**src/ccs_pkg.sv**
```systemverilog
// Shared types, constants and helpers for the canonical closed-syncmer sampler.
package ccs_pkg;

    localparam int unsigned MaxWindow = 32;

    localparam logic [63:0] Xp1 = 64'h9E3779B185EBCA87;
    localparam logic [63:0] Xp2 = 64'hC2B2AE3D27D4EB4F;
    localparam logic [63:0] Xp3 = 64'h165667B19E3779F9;
    localparam logic [63:0] Xp4 = 64'h85EBCA77C2B2AE63;
    localparam logic [63:0] Xp5 = 64'h27D4EB2F165667C5;

    localparam logic [2:0] BaseBad = 3'd4;

    localparam logic CfgKmer = 1'b0;
    localparam logic CfgSmer = 1'b1;

    typedef enum logic [2:0] {
        ST_IDLE,
        ST_SCAN,
        ST_CHECK,
        ST_HASH,
        ST_OUT
    } t_state;

    typedef struct packed {
        logic [63:0] val;
        logic [31:0] pos;
    } t_entry;

    function automatic logic [2:0] base_code(input logic [7:0] ch);
        logic [2:0] r;
        unique case (ch)
            8'h41, 8'h61: r = 3'd0;
            8'h43, 8'h63: r = 3'd1;
            8'h47, 8'h67: r = 3'd2;
            8'h54, 8'h74: r = 3'd3;
            default:      r = BaseBad;
        endcase
        return r;
    endfunction

    function automatic logic [63:0] len_mask(input logic [5:0] n);
        logic [63:0] r;
        if (n >= 6'd32) r = '1;
        else            r = (64'd1 << {n[4:0], 1'b0}) - 64'd1;
        return r;
    endfunction

endpackage

```
**src/ccs_cell.sv**
```systemverilog
// One window cell: holds an s-mer value and its position, loads from its neighbor or the new word.
module ccs_cell (
    input  logic            i_clk,
    input  logic            i_en,
    input  ccs_pkg::t_entry i_entry,
    output ccs_pkg::t_entry o_entry
);
    ccs_pkg::t_entry r_entry;

    always_ff @(posedge i_clk) begin
        if (i_en) begin
            r_entry <= i_entry;
        end
    end

    assign o_entry = r_entry;
endmodule

```
**config.mk**
```make
export PLATFORM = sky130hd
export DESIGN_NAME = ccs_cell
export DESIGN_NICKNAME = d
export VERILOG_FILES = /design/src/ccs_pkg.sv /design/src/ccs_cell.sv
export SDC_FILE = /design/constraint.sdc
export NUM_CORES = 1
export LEC_CHECK = 0
export ABC_AREA = 1
export BUFFER_PORTS_ARGS = -buffer_cell sky130_fd_sc_hd__buf_2
export CAP_MARGIN = 20
export CORE_AREA = 4 4 72 101
export CTS_BUF_LIST = sky130_fd_sc_hd__clkbuf_4
export DETAILED_ROUTE_END_ITERATION = 7
export DIE_AREA = 0 0 76 105
export MAX_ROUTING_LAYER = met4
export PLACE_DENSITY = 0.86
export SETUP_SLACK_MARGIN = 0.1
export SLEW_MARGIN = 20
export SYNTH_ARGS = -nofsm -noshare
export SYNTH_HDL_FRONTEND = slang
export SYNTH_SLANG_ARGS = --single-unit
```
**constraint.sdc**
```tcl
create_clock -name i_clk -period 0.8 [get_ports i_clk]
set_input_delay 0.08 -clock i_clk [delete_from_list [all_inputs] [get_ports i_clk]]
set_output_delay 0.08 -clock i_clk [all_outputs]
set_load 0.02 [all_outputs]
```
==> impl_metrics.py <==
metrics = {
    "outcome": {
        "status": "finished, violations left",
        "failed_checks": "setup timing",
    },
    "sta": {
        "worst_slack_ns": -0.3257,
        "fmax_ghz": 0.8883,
        "period_minus_slack_ns": 1.126,
        "drv_slew": 0,
        "hold_viol_final": 0,
        "rsz0062_at_grt": "yes",
        "setup_viol": 96,
        "holdWs_ns": 0.07947,
        "slew_headroom": 0.8583,
        "tightest_slew_ns": 0.2125,
        "final.period_utilization": 1.407,
    },
    "placement": {
        "dp.cells": 367,
        "hpwlAfterDp_um": 4719,
        "place.gp.congestion": 0.6825,
        "dp_slack_ns": 0.01747,
        "io_buffer_count": 193,
    },
    "route": {
        "drt-initial-drc-count": 152,
        "highest_layer": "met4",
        "wl_per_cell_um": 19.48,
        "met2_length_um": 5034,
        "via_count": 2214,
        "drt-vias-per-instance": 4.632,
        "drt-met1-wl_um": 3161,
        "wl_um": 9313,
        "routed-wl-met3_um": 882,
        "post-route-drc-count": 0,
        "antenna_left": 0,
        "first_pass_iters": 4,
    },
    "setup_path": {
        "critPathMaxFanout": 1,
        "endpoint": "o_entry[15]",
        "crit_family": "flip-flops",
        "critPathSlowestCell": "edfxtp_1",
        "setup.worst_path.class": "flip-flop to output port",
        "required_ns": 0.72,
        "path_cells": "buf_6",
        "cp-end-kind": "output port",
        "critPathMaxStageDelay_ns": 0.45,
        "startpoint_type": "flip-flop",
        "crit_buf_inv": 1,
        "path_depth": 1,
        "worstPathArrival_ns": 1.05,
        "crit_start": "o_entry[15]",
    },
    "global_route": {
        "grt_pass1_vias": 2499,
        "grt_pass1_wl_um": 13390,
        "antenna_found_initial": 0,
        "grt-ovfl-total": 0,
        "grt_max_degree": 40,
        "grt.total_usage": 0.2297,
    },
    "finish": {
        "nMultiInputCombCells": 0,
        "antennaDiodeCount": 0,
        "instances_no_fill": 478,
        "drive_gt1_frac": 0.5223,
        "final_common_cell": "buf_2",
        "synthToLayoutAreaGrowth_pct": 94.88,
        "largest_register_ffs": 96,
        "fin_nets": 498,
        "multi_input_area_um2": 0,
        "most-common-layout-cells": "buf_2, dlygate4sd3_1, edfxtp_1",
        "final_util": 0.8727,
    },
    "clock_network": {
        "path_clk_slew_ns": 0.14,
        "cts_tree": "built",
        "clock_path_buffers": 2,
        "postCtsSetupBuffers": 0,
        "root_buffer": "clkbuf_4",
        "numCtsBuffers": 9,
        "cts_sinks": 96,
        "h-tree-depth": 3,
    },
    "yosys": {
        "ys_ff_latch": 96,
        "synthesis.area_um2": 2883,
        "yosysWarnings": 0,
        "synth_cells": 96,
        "synth_cell_types": 1,
        "yosysSeqAreaShare": 1.000,
        "synthesis.nets": 194,
        "syn_avg_cell_area_um2": 30.03,
    },
    "die": {
        "core-area_um2": 6437,
        "io_pins": 194,
        "start_util": 0.4478,
        "die_w_um": 76,
        "rows": 35,
        "die_area_um2": 7980,
        "die_h_um": 105,
    },
    "worst_hold_path": {
        "hold_start": "i_en",
        "hold_path_class": "primary input to flip-flop",
    },
    "pwr": {
        "ir_drop_mv": 1.837,
        "p_leak_nw": 2.387,
        "p_per_area_nw_per_um2": 2013,
    },
    "run": {
        "max_cap_violations": 0,
    },
}
[through the flow]
stage | cell area [um2] | power, W | setup TNS [ns]
floorplan | 2883 | 0.006714 | 0
global placement | 3999 | 0.007389 | 0
detailed placement | 3999 | 0.007430 | 0
CTS | 5299 | 0.01095 | -25.95
global route | 5618 | 0.01172 | -31.78
finish | 5618 | 0.01131 | -25.83
[cell families (layout without fill, tap and decap cells)]
group / Yosys count / count (layout) / share of synthesized area
flip-flops: 96 / 96 / 1.000
buffers and inverters: 0 / 308 / 0
[routing by layer]
layer  up-vias  GRT usage
li1       1000          -
met1      1041     0.2566
met2       151     0.3775
met3        22    0.07672
met4         0    0.09160
met5         -          -
[synth_stat cells]
library cell	count	area [um2]
edfxtp_1	96	2883
[report_power, final]
| group | leakage [nW] | total (W) | switching [W] | internal, W |
|---|---|---|---|---|
| clock | 0.0946 | 0.00312 | 0.00149 | 0.00163 |
| combinational | 1.35 | 0.00202 | 0.000924 | 0.00110 |
| sequential | 0.940 | 0.00617 | 0.000192 | 0.00598 |
[how the worst min path moves through the flow]
| stage | to | cells past startpoint | slack, ns |
|---|---|---|---|
| 3_5_place_dp | o_entry[37] | 1 | 0.26 |
| 3_3_place_gp | o_entry[85] | 1 | 0.26 |
| 4_1_cts | o_entry[24] | 2 | 0.07 |
| 2_1_floorplan | o_entry[0] | 0 | 0.18 |
| 6_report | o_entry[32] | 2 | 0.08 |
| 5_1_grt | o_entry[32] | 2 | 0.05 |
[area by class of cell]
type                  instances  area [um2]
Timing Repair Buffer        293        2466
Sequential cell              96        2883
Clock buffer                 11       82.58
Tap cell                     74       92.59
Clock inverter                4       93.84
Fill cell                   256       819.5
[what timing repair did]
item                                    CTS  global route
gates resized for setup                  52           104
endpoints found under the setup margin   96            96
endpoints found under the hold margin    96             0
hold buffers                             96             0
Power figures use the tool's default switching activity.
