[src/ccs_pkg.sv]
// Shared types, constants and helpers for the canonical closed-syncmer sampler.
package ccs_pkg;

    localparam int unsigned MaxWindow = 32;

    localparam logic [63:0] Xp1 = 64'h9E3779B185EBCA87;
    localparam logic [63:0] Xp2 = 64'hC2B2AE3D27D4EB4F;
    localparam logic [63:0] Xp3 = 64'h165667B19E3779F9;
    localparam logic [63:0] Xp4 = 64'h85EBCA77C2B2AE63;
    localparam logic [63:0] Xp5 = 64'h27D4EB2F165667C5;

    localparam logic [2:0] BaseBad = 3'd4;

    localparam logic CfgKmer = 1'b0;
    localparam logic CfgSmer = 1'b1;

    typedef enum logic [2:0] {
        ST_IDLE,
        ST_SCAN,
        ST_CHECK,
        ST_HASH,
        ST_OUT
    } t_state;

    typedef struct packed {
        logic [63:0] val;
        logic [31:0] pos;
    } t_entry;

    function automatic logic [2:0] base_code(input logic [7:0] ch);
        logic [2:0] r;
        unique case (ch)
            8'h41, 8'h61: r = 3'd0;
            8'h43, 8'h63: r = 3'd1;
            8'h47, 8'h67: r = 3'd2;
            8'h54, 8'h74: r = 3'd3;
            default:      r = BaseBad;
        endcase
        return r;
    endfunction

    function automatic logic [63:0] len_mask(input logic [5:0] n);
        logic [63:0] r;
        if (n >= 6'd32) r = '1;
        else            r = (64'd1 << {n[4:0], 1'b0}) - 64'd1;
        return r;
    endfunction

endpackage

[src/ccs_hash.sv]
// XXH64 of one 64-bit word, seed 0, on a shared 32x32 multiplier.
module ccs_hash (
    input  logic        i_clk,
    input  logic        i_rst_n,
    input  logic        i_start,
    input  logic [63:0] i_key,
    output logic        o_done,
    output logic [63:0] o_hash
);
    logic        r_busy, n_busy;
    logic [2:0]  r_stage, n_stage;
    logic [1:0]  r_part, n_part;
    logic [63:0] r_op, n_op;
    logic [63:0] r_acc, n_acc;
    logic [63:0] r_hash, n_hash;
    logic        r_done, n_done;

    logic [63:0] w_b;
    logic [31:0] w_ma, w_mb;
    logic [63:0] w_prod, w_full, w_h;

    always_comb begin
        unique case (r_stage)
            3'd0:    w_b = ccs_pkg::Xp2;
            3'd1:    w_b = ccs_pkg::Xp1;
            3'd2:    w_b = ccs_pkg::Xp1;
            3'd3:    w_b = ccs_pkg::Xp2;
            default: w_b = ccs_pkg::Xp3;
        endcase
    end

    always_comb begin
        unique case (r_part)
            2'd0:    begin w_ma = r_op[31:0];  w_mb = w_b[31:0];  end
            2'd1:    begin w_ma = r_op[63:32]; w_mb = w_b[31:0];  end
            default: begin w_ma = r_op[31:0];  w_mb = w_b[63:32]; end
        endcase
    end

    assign w_prod = 64'(w_ma) * 64'(w_mb);
    assign w_full = r_acc + {w_prod[31:0], 32'd0};

    always_comb begin
        n_busy  = r_busy;
        n_stage = r_stage;
        n_part  = r_part;
        n_op    = r_op;
        n_acc   = r_acc;
        n_hash  = r_hash;
        n_done  = 1'b0;
        w_h     = '0;
        if (i_start) begin
            n_busy  = 1'b1;
            n_stage = '0;
            n_part  = '0;
            n_op    = i_key;
        end else if (r_busy) begin
            unique case (r_part)
                2'd0: begin
                    n_acc  = w_prod;
                    n_part = 2'd1;
                end
                2'd1: begin
                    n_acc  = w_full;
                    n_part = 2'd2;
                end
                default: begin
                    n_part  = 2'd0;
                    n_stage = r_stage + 3'd1;
                    unique case (r_stage)
                        3'd0: n_op = {w_full[32:0], w_full[63:33]};
                        3'd1: begin
                            w_h  = (ccs_pkg::Xp5 + 64'd8) ^ w_full;
                            n_op = {w_h[36:0], w_h[63:37]};
                        end
                        3'd2: begin
                            w_h  = w_full + ccs_pkg::Xp4;
                            n_op = w_h ^ (w_h >> 33);
                        end
                        3'd3: n_op = w_full ^ (w_full >> 29);
                        default: begin
                            n_hash = w_full ^ (w_full >> 32);
                            n_busy = 1'b0;
                            n_done = 1'b1;
                        end
                    endcase
                end
            endcase
        end
    end

    always_ff @(posedge i_clk) begin
        if (!i_rst_n) begin
            r_busy <= 1'b0;
            r_done <= 1'b0;
        end else begin
            r_busy <= n_busy;
            r_done <= n_done;
        end
        r_stage <= n_stage;
        r_part  <= n_part;
        r_op    <= n_op;
        r_acc   <= n_acc;
        r_hash  <= n_hash;
    end

    assign o_done = r_done;
    assign o_hash = r_hash;
endmodule

[config.mk]
export PLATFORM = sky130hd
export DESIGN_NAME = ccs_hash
export DESIGN_NICKNAME = d
export VERILOG_FILES = /design/src/ccs_pkg.sv /design/src/ccs_hash.sv
export SDC_FILE = /design/constraint.sdc
export NUM_CORES = 2
export LEC_CHECK = 0
export BUFFER_PORTS_ARGS = -buffer_cell sky130_fd_sc_hd__buf_2
export CORE_ASPECT_RATIO = 0.75
export CORE_MARGIN = 2
export CORE_UTILIZATION = 60
export DETAILED_ROUTE_END_ITERATION = 8
export GPL_TIMING_DRIVEN = 1
export PLACE_DENSITY = 0.8
export SLEW_MARGIN = 20
export SYNTH_ARGS = -nofsm -noshare
export SYNTH_HDL_FRONTEND = slang
export SYNTH_SLANG_ARGS = --single-unit
[constraint.sdc]
create_clock -name i_clk -period 11 [get_ports i_clk]
set_input_delay 1.1 -clock i_clk [delete_from_list [all_inputs] [get_ports i_clk]]
set_output_delay 1.1 -clock i_clk [all_outputs]
set_load 0.01 [all_outputs]
==> impl_metrics.xml <==
<?xml version="1.0" encoding="UTF-8"?>
<metrics>
  <group name="flow_run">
    <metric name="max_cap_violations" unit="">0</metric>
  </group>
  <group name="setup_path">
    <metric name="timing.reg2reg.worst_path_depth" unit="">38</metric>
    <metric name="critPathMaxStageDelay" unit="ns">0.57</metric>
    <metric name="crit_arrival" unit="ns">11.01</metric>
    <metric name="crit_path_top_delay_cell" unit="">fa_1</metric>
    <metric name="worst_ep_required_time" unit="ns">11.25</metric>
    <metric name="end_kind" unit="">register</metric>
    <metric name="crit_path_start_kind" unit="">register</metric>
    <metric name="worstSetupStartpoint" unit="">r_stage[0]$_SDFFE_PP0P_</metric>
    <metric name="crit_type" unit="">register to register</metric>
    <metric name="crit_fanout" unit="">24</metric>
    <metric name="r2r_start" unit="">r_stage[0]$_SDFFE_PP0P_</metric>
    <metric name="critical_path.most_common_cell" unit="">fa_1</metric>
  </group>
  <group name="global_routing">
    <metric name="grt_max_degree" unit="">71</metric>
    <metric name="via_count_of_the_first_global_routing_pass" unit="">36700</metric>
    <metric name="use_met3" unit="">0.201</metric>
    <metric name="track_usage" unit="">0.446</metric>
    <metric name="antenna_found_initial" unit="">11</metric>
    <metric name="grt_first_pass_wirelength" unit="mm">245</metric>
    <metric name="grt_use_met1" unit="">0.620</metric>
    <metric name="grt_overflow" unit="">0</metric>
    <metric name="top_usage_layer" unit="">met1</metric>
    <metric name="use_met2" unit="">0.610</metric>
  </group>
  <group name="synthesis">
    <metric name="synth.yosys.warnings" unit="">0</metric>
    <metric name="syn_nets" unit="">6185</metric>
    <metric name="seq_area_frac_synth" unit="">0.132</metric>
    <metric name="asyncSetResetFlopFracSynth" unit="">0</metric>
    <metric name="synth_area_per_cell" unit="sq um">9.11</metric>
    <metric name="synth_area" unit="sq um">44800</metric>
    <metric name="synth_flop_cell" unit="">edfxtp_1</metric>
    <metric name="synthCells" unit="">4916</metric>
    <metric name="ys_seq_elements" unit="">199</metric>
    <metric name="synth_edf_count" unit="">192</metric>
    <metric name="synth_cell_types" unit="">87</metric>
  </group>
  <group name="sta">
    <metric name="final-max-slew-violation-count" unit="">0</metric>
    <metric name="max_slew.worst_pin.slew" unit="ns">1.15</metric>
    <metric name="setup_skew_after_layout" unit="ns">0.0162</metric>
    <metric name="report.final.setup_viol" unit="">0</metric>
    <metric name="finalHoldViolations" unit="">0</metric>
    <metric name="final.min_clock_period" unit="ns">10.75</metric>
    <metric name="final_min_period_over_clock_period" unit="">0.978</metric>
    <metric name="slew_headroom" unit="">0.232</metric>
    <metric name="final_critical_path_setup_slack" unit="ns">0.247</metric>
    <metric name="max_freq" unit="MHz">93.0</metric>
  </group>
  <group name="cells_and_area">
    <metric name="final_common_cell" unit="">inv_1</metric>
    <metric name="final_nets" unit="">6344</metric>
    <metric name="syn2layout_area_growth" unit="%">8.72</metric>
    <metric name="num-fill-cells" unit="">6224</metric>
    <metric name="most-common-layout-cells" unit="">1071 x inv_1, 891 x fa_1, 486 x nand2_1</metric>
    <metric name="stdcell_count" unit="">6053</metric>
    <metric name="post_route_cells_drive_above_1_share" unit="">0.0992</metric>
  </group>
  <group name="drt">
    <metric name="detail_route.wirelength" unit="mm">168</metric>
    <metric name="detail_route.drc_violations" unit="">0</metric>
    <metric name="drt.antenna.violating_nets" unit="">0</metric>
    <metric name="wl_per_cell" unit="um">27.8</metric>
    <metric name="vias" unit="">37500</metric>
    <metric name="detail_route.vias_per_cell" unit="">6.19</metric>
    <metric name="drt-initial-drc-count" unit="">5275</metric>
    <metric name="detail_route.first_pass.iterations" unit="">7</metric>
  </group>
  <group name="cts">
    <metric name="clk_slew_on_worst_s_h_paths" unit="ns">0.07</metric>
    <metric name="ctsHtreeMaxLevel" unit="">4</metric>
    <metric name="hold_buffers" unit="">0</metric>
    <metric name="tritoncts" unit="">yes</metric>
    <metric name="clockBufferDepth" unit="">3</metric>
    <metric name="tritoncts.num_buffers" unit="">25</metric>
    <metric name="clk-insertion-delay-late" unit="ns">0.51</metric>
    <metric name="cts.sinks" unit="">199</metric>
    <metric name="cts.root.buffer_cell" unit="">clkbuf_16</metric>
  </group>
  <group name="worst_hold_path">
    <metric name="min_path_type" unit="">register to register</metric>
    <metric name="hold_start" unit="">r_stage[1]$_SDFFE_PP0P_</metric>
    <metric name="worstHoldPathCells" unit="">2</metric>
  </group>
  <group name="place">
    <metric name="port_buffers" unit="">131</metric>
    <metric name="finalWeightedCongestion" unit="">1.08</metric>
    <metric name="placedCellCount" unit="">6002</metric>
    <metric name="place_worst_setup_slack" unit="ns">-0.0706</metric>
    <metric name="dp_hpwl" unit="mm">143</metric>
  </group>
  <group name="die">
    <metric name="fp.dieArea" unit="sq um">76800</metric>
    <metric name="floorplan.core_area" unit="sq um">73700</metric>
    <metric name="fp.dieW" unit="um">319</metric>
    <metric name="ioPinCount" unit="">132</metric>
    <metric name="floorplan.rows" unit="">86</metric>
    <metric name="floorplan.initialDensity" unit="">0.607</metric>
    <metric name="die_y" unit="um">241</metric>
  </group>
  <group name="outcome">
    <metric name="status" unit="">completed</metric>
  </group>
</metrics>
through the flow:
step,hold slack (ns),utilization,area [sq um],setup TNS (ns)
floorplan,0.469,-,44800,0
global placement,0.485,0.644,47400,0
detailed placement,0.498,0.644,47400,-0.127
CTS,0.506,0.654,48200,0
global route,0.547,0.660,48700,-0.366
finish,0.509,0.660,48700,0
metal layers:
| layer | up-vias | part of all wire |
|---|---|---|
| li1 | 15600 | - |
| met1 | 18500 | 0.38 |
| met2 | 2909 | 0.40 |
| met3 | 474 | 0.17 |
| met4 | 20 | 0.049 |
| met5 | - | 0.0019 |
worst paths after layout:
kind | to | slack (ns)
min reg2reg | r_stage[1]$_SDFFE_PP0P_ | 0.51
max | r_op[63]$_DFFE_PP_ | 0.25
min | r_stage[1]$_SDFFE_PP0P_ | 0.51
max reg2reg | r_op[63]$_DFFE_PP_ | 0.25
cells in the mapped netlist, types with 7 or more instances:
master | instances | area, sq um
nor3b_1 | 10 | 75.1
nor3_1 | 61 | 305
clkinv_1 | 11 | 41.3
o22ai_1 | 8 | 50.1
a2111oi_0 | 11 | 96.3
o21a_1 | 20 | 150
and2_1 | 61 | 382
fa_1 | 891 | 17800
dfxtp_1 | 7 | 140
a22oi_1 | 11 | 82.6
a221oi_1 | 20 | 175
and4_1 | 7 | 61.3
o211ai_1 | 24 | 180
edfxtp_1 | 192 | 5770
and3_1 | 18 | 113
nand2_1 | 494 | 1850
nand3_1 | 34 | 170
inv_1 | 1071 | 4020
a31oi_1 | 29 | 181
a21oi_1 | 210 | 1050
a221o_1 | 9 | 90.1
buf_1 | 21 | 78.8
clkbuf_1 | 191 | 717
o31ai_1 | 12 | 90.1
nor2b_1 | 30 | 188
xor2_1 | 73 | 639
a21o_1 | 44 | 330
buf_2 | 10 | 50.1
or3_1 | 15 | 93.8
xnor2_1 | 145 | 1270
o221ai_1 | 9 | 78.8
a211oi_1 | 15 | 113
nand4_1 | 17 | 106
nand2b_1 | 66 | 413
ha_1 | 311 | 3890
o21ai_0 | 131 | 656
o21bai_1 | 22 | 165
mux2i_1 | 25 | 250
nor2_1 | 463 | 1740
cells by family (layout without fill, tap and decap cells):
family | after synthesis | after routing | synth area share
buffers and inverters | 1309 | 1474 | 0.110
AND/OR/NAND/NOR | 1296 | 1296 | 0.126
adder cells (fa/ha/maj) | 1202 | 1202 | 0.485
AO/OA/AOI/OAI | 657 | 657 | 0.0947
XOR/XNOR | 222 | 222 | 0.0444
flip-flops | 199 | 199 | 0.132
multiplexers | 31 | 31 | 0.00710
other | 0 | 4 | 0
final cells by class:
type                    instances  area [sq um]  area share
well taps                     968          1210      0.0249
flip-flops and latches        199          5910       0.121
inverters                    1085          4080      0.0838
clock buffers                  26           639      0.0131
repair buffers                356          2390      0.0491
multi-input cells            3408         34400       0.706
diodes                          4          10.0    0.000206
clock inverters                 7          88.8     0.00183
worst max-delay path, delay by kind of cell (launching register included):
| kind | cells | cell delay, ns |
|---|---|---|
| and+or+nand+nor | 7 | 1.09 |
| xor gates and xnor gates | 2 | 0.49 |
| buffers and inverters | 9 | 1.69 |
| AOI/OAI and AO/OA | 9 | 1.74 |
| DFF | 1 | 0.36 |
| adders and majority gates | 11 | 5.07 |
state kept, by name, indices dropped and copies added (netlist names):
name     cells
r_busy       1
r_stage      3
o_done       1
o_hash      64
r_acc       64
r_part       2
r_op        64
repair_timing:
| action | 4_1_cts | 5_1_grt |
|---|---|---|
| gates resized for setup | 7 | 82 |
| setup buffers | 0 | 14 |
| pin swaps | 0 | 7 |
| setup endpoints to repair | 6 | 36 |
Power is left out: the tool's default activity adds up to more than one toggle a clock period on the data nets, which glitch-free logic cannot reach.
